## src/rtl/lsfp_pkg.sv

```systemverilog
// Shared types and constants for the LED stream frame parser.
package lsfp_pkg;

  localparam int MAX_LEDS = 1024;
  localparam int QUEUE_DEPTH = 4;

  // result kinds
  localparam logic [2:0] KIND_LED_WRITE = 3'd0;
  localparam logic [2:0] KIND_SHOWN     = 3'd1;
  localparam logic [2:0] KIND_ACK       = 3'd2;
  localparam logic [2:0] KIND_BLANK     = 3'd3;
  localparam logic [2:0] KIND_ERROR     = 3'd4;

  // parser position
  localparam logic [2:0] HDR_A      = 3'd0;
  localparam logic [2:0] HDR_D      = 3'd1;
  localparam logic [2:0] HDR_LA     = 3'd2;
  localparam logic [2:0] HDR_CNT_HI = 3'd3;
  localparam logic [2:0] HDR_CNT_LO = 3'd4;
  localparam logic [2:0] HDR_CHK    = 3'd5;
  localparam logic [2:0] HDR_DATA   = 3'd6;

  // position inside an RGB triple
  localparam logic [1:0] BYTE_RED   = 2'd0;
  localparam logic [1:0] BYTE_GREEN = 2'd1;
  localparam logic [1:0] BYTE_BLUE  = 2'd2;

  // configuration register indexes
  localparam logic [1:0] REG_LEDS_PRESENT   = 2'd0;
  localparam logic [1:0] REG_ACK_INTERVAL   = 2'd1;
  localparam logic [1:0] REG_RECV_TIMEOUT   = 2'd2;

  localparam logic [7:0] CH_UPPER_A = 8'h41;
  localparam logic [7:0] CH_LOWER_D = 8'h64;
  localparam logic [7:0] CH_LOWER_A = 8'h61;
  localparam logic [7:0] CHK_SEED   = 8'h55;

  localparam logic [15:0] SAT16 = 16'hFFFF;

  typedef struct packed {
    logic [2:0] kind;
    logic [9:0] led_index;
    logic [7:0] red;
    logic [7:0] green;
    logic [7:0] blue;
    logic [7:0] white;
    logic       last;
  } res_t;

endpackage

```

## src/rtl/led_stream_frame_parser.sv

```systemverilog
// LED stream frame parser: byte/tick parsing with a small result queue.
//
// One item (serial byte or millisecond tick) is taken per clock while the
// four-entry result queue has room for two results; an item yields up to two
// results, which are registered into the queue and drain at one per cycle
// while out_ready is high. Sustained rate is one item per cycle whenever the
// output side takes one result per cycle and items average at most one result
// each. Configuration writes take effect on the next clock.
module led_stream_frame_parser (
  input  logic        clk,
  input  logic        rst,
  input  logic        in_valid,
  output logic        in_ready,
  input  logic        mode,
  input  logic [7:0]  rx_byte,
  output logic        out_valid,
  input  logic        out_ready,
  output logic [2:0]  kind,
  output logic [9:0]  led_index,
  output logic [7:0]  red,
  output logic [7:0]  green,
  output logic [7:0]  blue,
  output logic [7:0]  white,
  output logic        last,
  input  logic        cfg_we,
  input  logic [1:0]  cfg_index,
  input  logic [15:0] cfg_data
);

  logic [10:0] leds_present;
  logic [15:0] ack_interval_ms;
  logic [15:0] receive_timeout_ms;

  logic [2:0]  header_pos, header_pos_next;
  logic [16:0] frame_leds, frame_leds_next;
  logic [7:0]  count_high, count_high_next;
  logic [16:0] led_pos, led_pos_next;
  logic [1:0]  byte_in_led, byte_in_led_next;
  logic [7:0]  red_hold, red_hold_next;
  logic [7:0]  green_hold, green_hold_next;
  logic [15:0] idle_elapsed, idle_elapsed_next;
  logic [15:0] ack_elapsed, ack_elapsed_next;
  logic        started, started_next;

  lsfp_pkg::res_t queue [lsfp_pkg::QUEUE_DEPTH];
  logic [1:0] wr_ptr, rd_ptr;
  logic [2:0] count;

  logic           in_xfer, out_xfer;
  logic [1:0]     n_res;
  lsfp_pkg::res_t res0, res1;
  logic           clear_f;
  logic           blank;
  logic [15:0]    ack_sat, idle_sat;
  logic [10:0]    limit;
  logic [16:0]    led_pos_inc;
  logic [7:0]     min_rg, min_rgb;
  logic [7:0]     chk;

  function automatic logic [7:0] frame_leds_low(input logic [16:0] f);
    logic [16:0] d;
    d = f - 17'd1;
    return d[7:0];
  endfunction

  assign in_ready  = (count <= 3'd2);
  assign in_xfer   = in_valid && in_ready;
  assign out_valid = (count != 3'd0);
  assign out_xfer  = out_valid && out_ready;

  assign kind      = queue[rd_ptr].kind;
  assign led_index = queue[rd_ptr].led_index;
  assign red       = queue[rd_ptr].red;
  assign green     = queue[rd_ptr].green;
  assign blue      = queue[rd_ptr].blue;
  assign white     = queue[rd_ptr].white;
  assign last      = queue[rd_ptr].last;

  assign ack_sat     = (ack_elapsed == lsfp_pkg::SAT16) ? ack_elapsed : ack_elapsed + 16'd1;
  assign idle_sat    = (idle_elapsed == lsfp_pkg::SAT16) ? idle_elapsed : idle_elapsed + 16'd1;
  assign limit       = (leds_present > 11'(lsfp_pkg::MAX_LEDS)) ?
                       11'(lsfp_pkg::MAX_LEDS) : leds_present;
  assign led_pos_inc = led_pos + 17'd1;
  assign min_rg      = (red_hold < green_hold) ? red_hold : green_hold;
  assign min_rgb     = (rx_byte < min_rg) ? rx_byte : min_rg;
  assign chk         = count_high ^ frame_leds_low(frame_leds) ^ lsfp_pkg::CHK_SEED;

  always_comb begin
    header_pos_next   = header_pos;
    frame_leds_next   = frame_leds;
    count_high_next   = count_high;
    led_pos_next      = led_pos;
    byte_in_led_next  = byte_in_led;
    red_hold_next     = red_hold;
    green_hold_next   = green_hold;
    idle_elapsed_next = idle_elapsed;
    ack_elapsed_next  = ack_elapsed;
    started_next      = started;
    n_res             = 2'd0;
    res0              = '0;
    res1              = '0;
    clear_f           = 1'b0;
    blank             = 1'b0;
    if (in_xfer) begin
      if (!mode) begin
        idle_elapsed_next = '0;
        unique case (header_pos)
          lsfp_pkg::HDR_A: begin
            if (rx_byte == lsfp_pkg::CH_UPPER_A) begin
              header_pos_next = lsfp_pkg::HDR_D;
            end else begin
              clear_f = 1'b1;
              res0.kind = lsfp_pkg::KIND_ERROR;
              n_res = 2'd1;
            end
          end
          lsfp_pkg::HDR_D: begin
            if (rx_byte == lsfp_pkg::CH_LOWER_D) begin
              header_pos_next = lsfp_pkg::HDR_LA;
            end else begin
              clear_f = 1'b1;
              res0.kind = lsfp_pkg::KIND_ERROR;
              n_res = 2'd1;
            end
          end
          lsfp_pkg::HDR_LA: begin
            if (rx_byte == lsfp_pkg::CH_LOWER_A) begin
              header_pos_next = lsfp_pkg::HDR_CNT_HI;
            end else begin
              clear_f = 1'b1;
              res0.kind = lsfp_pkg::KIND_ERROR;
              n_res = 2'd1;
            end
          end
          lsfp_pkg::HDR_CNT_HI: begin
            count_high_next = rx_byte;
            header_pos_next = lsfp_pkg::HDR_CNT_LO;
          end
          lsfp_pkg::HDR_CNT_LO: begin
            frame_leds_next = {1'b0, count_high, rx_byte} + 17'd1;
            header_pos_next = lsfp_pkg::HDR_CHK;
          end
          lsfp_pkg::HDR_CHK: begin
            if (rx_byte == chk) begin
              header_pos_next  = lsfp_pkg::HDR_DATA;
              led_pos_next     = '0;
              byte_in_led_next = lsfp_pkg::BYTE_RED;
            end else begin
              clear_f = 1'b1;
              res0.kind = lsfp_pkg::KIND_ERROR;
              n_res = 2'd1;
            end
          end
          default: begin
            case (byte_in_led)
              lsfp_pkg::BYTE_RED: begin
                red_hold_next    = rx_byte;
                byte_in_led_next = lsfp_pkg::BYTE_GREEN;
              end
              lsfp_pkg::BYTE_GREEN: begin
                green_hold_next  = rx_byte;
                byte_in_led_next = lsfp_pkg::BYTE_BLUE;
              end
              default: begin
                if (led_pos < {6'd0, limit}) begin
                  res0.kind      = lsfp_pkg::KIND_LED_WRITE;
                  res0.led_index = led_pos[9:0];
                  res0.red       = red_hold;
                  res0.green     = green_hold;
                  res0.blue      = rx_byte;
                  res0.white     = min_rgb;
                  n_res          = 2'd1;
                end
                led_pos_next     = led_pos_inc;
                byte_in_led_next = lsfp_pkg::BYTE_RED;
                if (led_pos_inc >= frame_leds) begin
                  clear_f = 1'b1;
                  if (n_res == 2'd0) begin
                    res0.kind = lsfp_pkg::KIND_SHOWN;
                  end else begin
                    res1.kind = lsfp_pkg::KIND_SHOWN;
                  end
                  n_res = n_res + 2'd1;
                end
              end
            endcase
          end
        endcase
      end else begin
        idle_elapsed_next = idle_sat;
        if (ack_sat >= ack_interval_ms) begin
          res0.kind        = lsfp_pkg::KIND_ACK;
          n_res            = 2'd1;
          ack_elapsed_next = '0;
        end else begin
          ack_elapsed_next = ack_sat;
        end
        started_next = 1'b1;
        blank = !started ||
                ((header_pos != lsfp_pkg::HDR_A) && (idle_sat >= receive_timeout_ms));
        if (blank) begin
          clear_f = 1'b1;
          if (n_res == 2'd0) begin
            res0.kind = lsfp_pkg::KIND_BLANK;
          end else begin
            res1.kind = lsfp_pkg::KIND_BLANK;
          end
          n_res = n_res + 2'd1;
        end
      end
    end
    if (clear_f) begin
      header_pos_next  = lsfp_pkg::HDR_A;
      frame_leds_next  = '0;
      count_high_next  = '0;
      led_pos_next     = '0;
      byte_in_led_next = lsfp_pkg::BYTE_RED;
      red_hold_next    = '0;
      green_hold_next  = '0;
    end
    if (n_res == 2'd1) begin
      res0.last = 1'b1;
    end
    if (n_res == 2'd2) begin
      res1.last = 1'b1;
    end
  end

  always_ff @(posedge clk) begin
    if (rst) begin
      leds_present       <= 11'd1024;
      ack_interval_ms    <= 16'd1000;
      receive_timeout_ms <= 16'd1000;
    end else if (cfg_we) begin
      unique case (cfg_index)
        lsfp_pkg::REG_LEDS_PRESENT: leds_present       <= cfg_data[10:0];
        lsfp_pkg::REG_ACK_INTERVAL: ack_interval_ms    <= cfg_data;
        lsfp_pkg::REG_RECV_TIMEOUT: receive_timeout_ms <= cfg_data;
        default: ;
      endcase
    end
  end

  always_ff @(posedge clk) begin
    if (rst) begin
      header_pos   <= lsfp_pkg::HDR_A;
      frame_leds   <= '0;
      count_high   <= '0;
      led_pos      <= '0;
      byte_in_led  <= lsfp_pkg::BYTE_RED;
      red_hold     <= '0;
      green_hold   <= '0;
      idle_elapsed <= '0;
      ack_elapsed  <= lsfp_pkg::SAT16;
      started      <= 1'b0;
    end else begin
      header_pos   <= header_pos_next;
      frame_leds   <= frame_leds_next;
      count_high   <= count_high_next;
      led_pos      <= led_pos_next;
      byte_in_led  <= byte_in_led_next;
      red_hold     <= red_hold_next;
      green_hold   <= green_hold_next;
      idle_elapsed <= idle_elapsed_next;
      ack_elapsed  <= ack_elapsed_next;
      started      <= started_next;
    end
  end

  // result queue
  always_ff @(posedge clk) begin
    if (rst) begin
      wr_ptr <= '0;
      rd_ptr <= '0;
      count  <= '0;
    end else begin
      wr_ptr <= wr_ptr + n_res;
      if (out_xfer) begin
        rd_ptr <= rd_ptr + 2'd1;
      end
      count <= count + {1'b0, n_res} - {2'd0, out_xfer};
    end
  end

  always_ff @(posedge clk) begin
    if (n_res != 2'd0) begin
      queue[wr_ptr] <= res0;
    end
    if (n_res == 2'd2) begin
      queue[wr_ptr + 2'd1] <= res1;
    end
  end

`ifndef SYNTH
  a_queue_bound: assert property (@(posedge clk) disable iff (rst)
    count <= 3'(lsfp_pkg::QUEUE_DEPTH))
    else $error("result queue overflow");

  a_non_write_zero: assert property (@(posedge clk) disable iff (rst)
    (out_valid && (kind != lsfp_pkg::KIND_LED_WRITE)) |->
    (led_index == 10'd0 && red == 8'd0 && green == 8'd0 && blue == 8'd0 && white == 8'd0))
    else $error("non-write result carries payload");

  a_header_range: assert property (@(posedge clk) disable iff (rst)
    header_pos <= lsfp_pkg::HDR_DATA)
    else $error("header position out of range");

  a_first_tick: assert property (@(posedge clk) disable iff (rst)
    (in_xfer && mode && !started) |=> (started && header_pos == lsfp_pkg::HDR_A))
    else $error("first tick did not clear frame");

  a_byte_idle: assert property (@(posedge clk) disable iff (rst)
    (in_xfer && !mode) |=> (idle_elapsed == 16'd0))
    else $error("byte transfer did not clear idle counter");
`endif

endmodule
```

## config.mk

```make
export PLATFORM = sky130hd
export DESIGN_NAME = led_stream_frame_parser
export DESIGN_NICKNAME = d
export VERILOG_FILES = /design/src/rtl/lsfp_pkg.sv /design/src/rtl/led_stream_frame_parser.sv
export SDC_FILE = /design/constraint.sdc
export NUM_CORES = 1
export LEC_CHECK = 0
export BUFFER_PORTS_ARGS = -buffer_cell sky130_fd_sc_hd__buf_2
export CORE_MARGIN = 2
export CORE_UTILIZATION = 40
export CTS_CLUSTER_SIZE = 40
export DETAILED_ROUTE_END_ITERATION = 12
export GPL_ROUTABILITY_DRIVEN = 0
export PLACE_DENSITY = 0.66
export SYNTH_ARGS = -nofsm -noshare
export SYNTH_HDL_FRONTEND = slang
export SYNTH_SLANG_ARGS = --single-unit
export TNS_END_PERCENT = 5
```

## constraint.sdc

```tcl
create_clock -name clk -period 4.9 [get_ports clk]
set_clock_uncertainty 0.2 [all_clocks]
set_input_delay 0.245 -clock clk [delete_from_list [all_inputs] [get_ports clk]]
set_output_delay 0.245 -clock clk [all_outputs]
set_load 0.005 [all_outputs]
```

# After elaboration in Yosys (flattened, before gate mapping)
# Memory sizes are Yosys's and may differ from the RTL's. A register that Yosys moved wholly into a read port is not among the register bits.
# Cells that the tools add are included.
# op_classes
add_sub_neg	12
n_lt_le_gt_ge	8
eq_ne	21
mux	77
bitwise_logic	5
n_reduce_logical	30
# op_table
op	count
$mux W42	3
$mux W45	2
$mux W16	4
$mux W3	18
$mux W17	2
$mux W2	17
$pmux W17 S2	1
$add A16 B1 Y16 const B	2
$eq A16 B16 Y1 const B	2
$ge A16 B16 Y1	2
$eq A8 B7 Y1 const B	3
$mux W1	21
$pmux W3 S6	1
$add A16 B1 Y17 const B	1
$add A17 B1 Y17 const B	1
$ge A17 B17 Y1	1
$lt A17 B11 Y1	1
$lt A8 B8 Y1	2
$mux W8	2
$pmux W3 S5	1
$reduce_and A4 Y1	3
$gt A11 B11 Y1 const B	1
$mux W11	1
$pmux W2 S5	1
34 further kinds	60
# totals
ff_bits	146
ram_bits	184
in_bits	32
out_inout_bits	48
elab_cells	170
mem_count	1
# memory_table
name	words	width	rd	rd_ports_with_merged_regs	wr	line	text
queue	4	46	1	1	2	led_stream_frame_parser.sv:45	lsfp_pkg::res_t queue [lsfp_pkg::QUEUE_DEPTH];

# Longest topological paths before layout
# depth
depth_word	17
mapped_depth	27
depth_no_buf	24

# Worst setup path after synthesis
# Ideal clock, no wire load.
# synth_path
kind	register -> register
from	register idle_elapsed[3]
to	memory queue[1][0] (netlist name), enable pin
setup_time_ns	0.266
t_arrival_ns	4.814
required_ns	4.434
setup_slack_ns	-0.380
stages_incl_launch_ff	23
path_buffers	2
period_less_slack_ns	5.280
cell_sequence	dfxtp_1 and4_1 nand2_1 nor4_1 nor2_1 nand2_1 xnor2_1 ha_1 a211oi_1 o211ai_1 a2111oi_0 o31a_1 inv_1 ha_1 nand2_1 o21ai_0 and2_1 clkbuf_1 a211o_1 o21a_1 o21ai_1 clkbuf_1 inv_1
# synth_lines
element	line	text
start, declared	led_stream_frame_parser.sv:41	logic [15:0] idle_elapsed, idle_elapsed_next;
start signal, assigned	led_stream_frame_parser.sv:264	idle_elapsed <= idle_elapsed_next;
end, declared	led_stream_frame_parser.sv:45	

# Worst setup path in the final report
# layout_path
from	register idle_elapsed[6]
to	register count[2]
# layout_between
elab_chain_len	10
elab_cells_between_ends	11
classes_between	3 x add/sub; 1 x order compare; 1 x eq/ne; 4 x mux; 2 x reduce/logical
# layout_lines
element	line	text
$add A16 B1 Y16 / $eq A16 B16 Y1 (equally long branches)	led_stream_frame_parser.sv:80	assign idle_sat = (idle_elapsed == lsfp_pkg::SAT16) ? idle_elapsed : idle_elapsed + 16'd1;
$mux W16 *	led_stream_frame_parser.sv:80	
$ge A16 B16 Y1 *	led_stream_frame_parser.sv:200	((header_pos != lsfp_pkg::HDR_A) && (idle_sat >= receive_timeout_ms));
$logic_and A1 B1 Y1 *	led_stream_frame_parser.sv:200	
$logic_or A1 B1 Y1 *	led_stream_frame_parser.sv:199	blank = !started ||
$mux W2 *	led_stream_frame_parser.sv:201	if (blank) begin
$mux W2 *	led_stream_frame_parser.sv:105	if (!mode) begin
$mux W2 *	led_stream_frame_parser.sv:104	if (in_xfer) begin
$add A3 B2 Y3 *	led_stream_frame_parser.sv:281	count <= count + {1'b0, n_res} - {2'd0, out_xfer};
$sub A3 B1 Y3 *	led_stream_frame_parser.sv:281	
end signal, assigned	led_stream_frame_parser.sv:281	
end, declared	led_stream_frame_parser.sv:47	logic [2:0] count;
# Mark *: on every way between the ends. The rest lies on a longest branch, timed or not.
# A chain may end at the register's enable or synchronous reset.

==> flow_metrics.env <==
export IMPL_antenna_found_initial=0
export IMPL_grt_pass1_vias=13500
export IMPL_routed_wl_um=45800
export IMPL_yosysWarnings=0
export IMPL_tightest_slew_ps=1170
export IMPL_startpoint_type="flop"
export IMPL_period_share_pct=101
export IMPL_numCtsBuffers=36
export IMPL_num_vias=13500
export IMPL_cp_data_arrival_time_ps=5160
export IMPL_stdcell_count=2418
export IMPL_drive_gt1_share_pct=22.5
export IMPL_hold_depth=4
export IMPL_dr_pass1_iters=6
export IMPL_hp_class="in -> reg"
export IMPL_holdPathEnd="rd_ptr[0]$_SDFFE_PP0P_"
export IMPL_reg2reg_slack_ps=-60
export IMPL_max_vdd_ir_drop_mv=0.248
export IMPL_critPathKind="reg -> reg"
export IMPL_htreeDepth=2
export IMPL_synthDistinctLibCells=69
export IMPL_synth_commonest_cells="320 x dfxtp_1, 151 x nor2_1, 143 x nand2_1, 116 x a22o_1, 90 x a21oi_1"
export IMPL_max_freq_ghz=0.202
export IMPL_maxCapViolCount=0
export IMPL_clk_path_buf_depth=3
export IMPL_path_max_fanout=5
export IMPL_syn_area_sq_um=16400
export IMPL_area_delta_synth_final_pct=21.5
export IMPL_holdWs_ps=14.0
export IMPL_clk_pin_slew_worst_paths_ps=60
export IMPL_clock_sinks=332
export IMPL_cp_required_ps=5100
export IMPL_rsz0062_at_grt="true"
export IMPL_die_y_um=207
export IMPL_p_per_area_nw_per_um2=364
export IMPL_initial_core_util_pct=40.4
export IMPL_yosysTopAreaCell="dfxtp_1"
export IMPL_grt_pass1_wl_um=72000
export IMPL_fillers=3644
export IMPL_synth_async_reset_ratio_pct=0
export IMPL_grt_usage_pct=21.1
export IMPL_die_w_um=207
export IMPL_r2r_start="idle_elapsed[6]$_SDFFE_PP0P_"
export IMPL_clk_latency_ps=550
export IMPL_avgSynthCellArea_sq_um=9.71
export IMPL_wl_per_cell_um=18.9
export IMPL_fin_crit_ps=4960
export IMPL_netlist_instances=1691
export IMPL_dp_cells=2321
export IMPL_drc_errors=0
export IMPL_root_buffer="clkbuf_16"
export IMPL_dp_slack_ps=-333
export IMPL_report_final_setup_viol=42
export IMPL_cts_tree="built"
export IMPL_synth_seq_area_share_pct=41.2
export IMPL_rr_worst_depth=24
export IMPL_relSlewSlack_pct=21.5
export IMPL_port_buffers=79
export IMPL_netlist_area_leader_share_pct=39.0
export IMPL_design_die_area_sq_um=42700
export IMPL_antenna_cells=0
export IMPL_timing_final_ws_setup_ps=-61.0
export IMPL_overflow=0
export IMPL_synth_edff_count=12
export IMPL_syn_nets=1813
export IMPL_dp_hpwl_um=30600
export IMPL_synthFlopType="dfxtp_1"
export IMPL_ys_seq_elements=332
export IMPL_nets=1984
export IMPL_multi_input_area_sq_um=9020
export IMPL_hold_start="out_ready"
export IMPL_ff_latch_area_sq_um=6780
export IMPL_core_sq_um=40600
export IMPL_fin_setup_tns_ps=-700
export IMPL_ios=80
export IMPL_worstReg2RegEnd="count[2]$_SDFF_PP0_"
export IMPL_drv_slew=0
export IMPL_status="complete, but fails checks"
export IMPL_power_leakage_nw=8.07
export IMPL_yosysMostFrequentCell="dfxtp_1"
export IMPL_drt_iter0_drc=930
export IMPL_grt_max_degree=53
export IMPL_hold_viol=0
export IMPL_vias_per_cell=5.59
export IMPL_netlist_top_cells_area="dfxtp_1 39%, ha_1 6.8%, mux4_2 6.3%"
export IMPL_num_rows=74
export IMPL_end_kind="flop"
export IMPL_drtAntennaViolNets=0
export IMPL_violations="setup timing"
how the worst max path moves through the flow:
stage	startpoint	end	slack, ps	cells after the start
after global routing	idle_elapsed[6]$_SDFFE_PP0P_	count[2]$_SDFF_PP0_	-340	24
after CTS	idle_elapsed[3]$_SDFFE_PP0P_	count[1]$_SDFF_PP0_	-10	23
final	idle_elapsed[6]$_SDFFE_PP0P_	count[2]$_SDFF_PP0_	-60	24
after floorplan	ack_elapsed[0]$_SDFFE_PP1P_	queue[3][16]$_SDFFE_PP0P_	0.08	24
after detailed placement	idle_elapsed[11]$_SDFFE_PP0P_	count[2]$_SDFF_PP0_	-330	24
after global placement	idle_elapsed[11]$_SDFFE_PP0P_	count[2]$_SDFF_PP0_	-330	23
state kept, by name, summed over array words and instances, names as in the netlist, 11 cells and up, named ones only:
name,cells
queue,184
ack_elapsed,16
ack_interval_ms,16
leds_present,11
frame_leds,17
receive_timeout_ms,16
idle_elapsed,16
led_pos,17
cells in the final DEF, fill, tap and decap left out, types with 9 or more instances in the layout:
cell type      Yosys  final
dlygate4sd3_1      0     22
a211oi_1          22     21
buf_12             1     14
dfxtp_1          320    313
o2bb2ai_1         38     31
edfxtp_1          12     12
nor2_1           151    146
and3_1            16     16
a21oi_1           90     89
buf_4              0    130
inv_1             83     79
xor2_1            24     24
o2bb2ai_2         10     17
nand3_1           53     51
a21o_1            19     19
nand2_1          143    138
a22o_1           116    116
buf_2             20     79
nor3_1            25     22
xnor2_1           45     44
o21ai_0           46     39
ha_1              89     85
nand4_1           22     22
nor4_1            11      9
mux2i_1           40     40
clkbuf_16          0     40
nor2b_1           10      9
a211o_1           15     15
o21a_1            10      9
mux4_2            46     46
critical path: stages (launching register included):
cell and delay (ps):
dfxtp_2 320, and4_4 250, nand2_4 60, nor4_4 400, buf_4 190, xor2_1 150
ha_1 250, nor2b_1 130, o21ai_1 80, a21oi_1 150, o211ai_1 120, a2111oi_2 430
buf_4 170, o31a_1 150, inv_2 70, ha_4 200, mux2_4 280, o21ai_2 70
a21oi_2 80, ha_1 290, inv_2 50, ha_4 150, fa_2 370, xnor2_2 160
nor2_1 50
layer usage:
layer	vias up	routed length, um	global-route usage [%]
met3	82	2340	2.79
met2	336	21500	35.8
met5	-	0	0
met1	6604	20800	28.1
li1	6500	-	-
met4	0	1150	6.45
report_power, final:
| group | switching [mW] | internal [mW] |
|---|---|---|
| clock | 1.15 | 1.61 |
| sequential | 0.127 | 2.82 |
| combinational | 0.878 | 0.694 |
| total | 2.16 | 5.12 |
final cells by class:
| type | instances | area share, % |
|---|---|---|
| flip-flops and latches | 332 | 34.0 |
| repair buffers | 251 | 9.99 |
| clock inverters | 17 | 0.972 |
| multi-input cells | 1158 | 45.2 |
| inverters | 83 | 1.56 |
| clock buffers | 45 | 4.98 |
| well taps | 532 | 3.34 |
logic make-up after synthesis:
logic type,Yosys count,share of synthesized area (%)
XOR/XNOR,70,3.82
adder cells (fa/ha/maj),90,6.90
AND/OR/NAND/NOR,476,13.5
AO/OA/AOI/OAI,429,19.8
multiplexers,93,9.22
buffers and inverters,201,5.58
flip-flops,332,41.2
repair_timing:
item / CTS / global route
hold endpoints to repair: 63 / 0
gates resized for setup: 24 / 34
buffers inserted: 3 / 5
endpoints found under the setup margin: 195 / 197
cloned: 0 / 5
pin swaps: 12 / 54
hold buffers: 22 / 0
stage by stage:
stage	util, %	power (mW)	instance area, sq um
final	49.1	7.27	20000
after floorplan	-	3.89	16500
after detailed placement	44.7	4.43	18200
after global routing	49.1	7.59	20000
after global placement	44.7	4.40	18200
after CTS	48.3	7.21	19700
No activity file was read; power rests on OpenSTA's default activity.
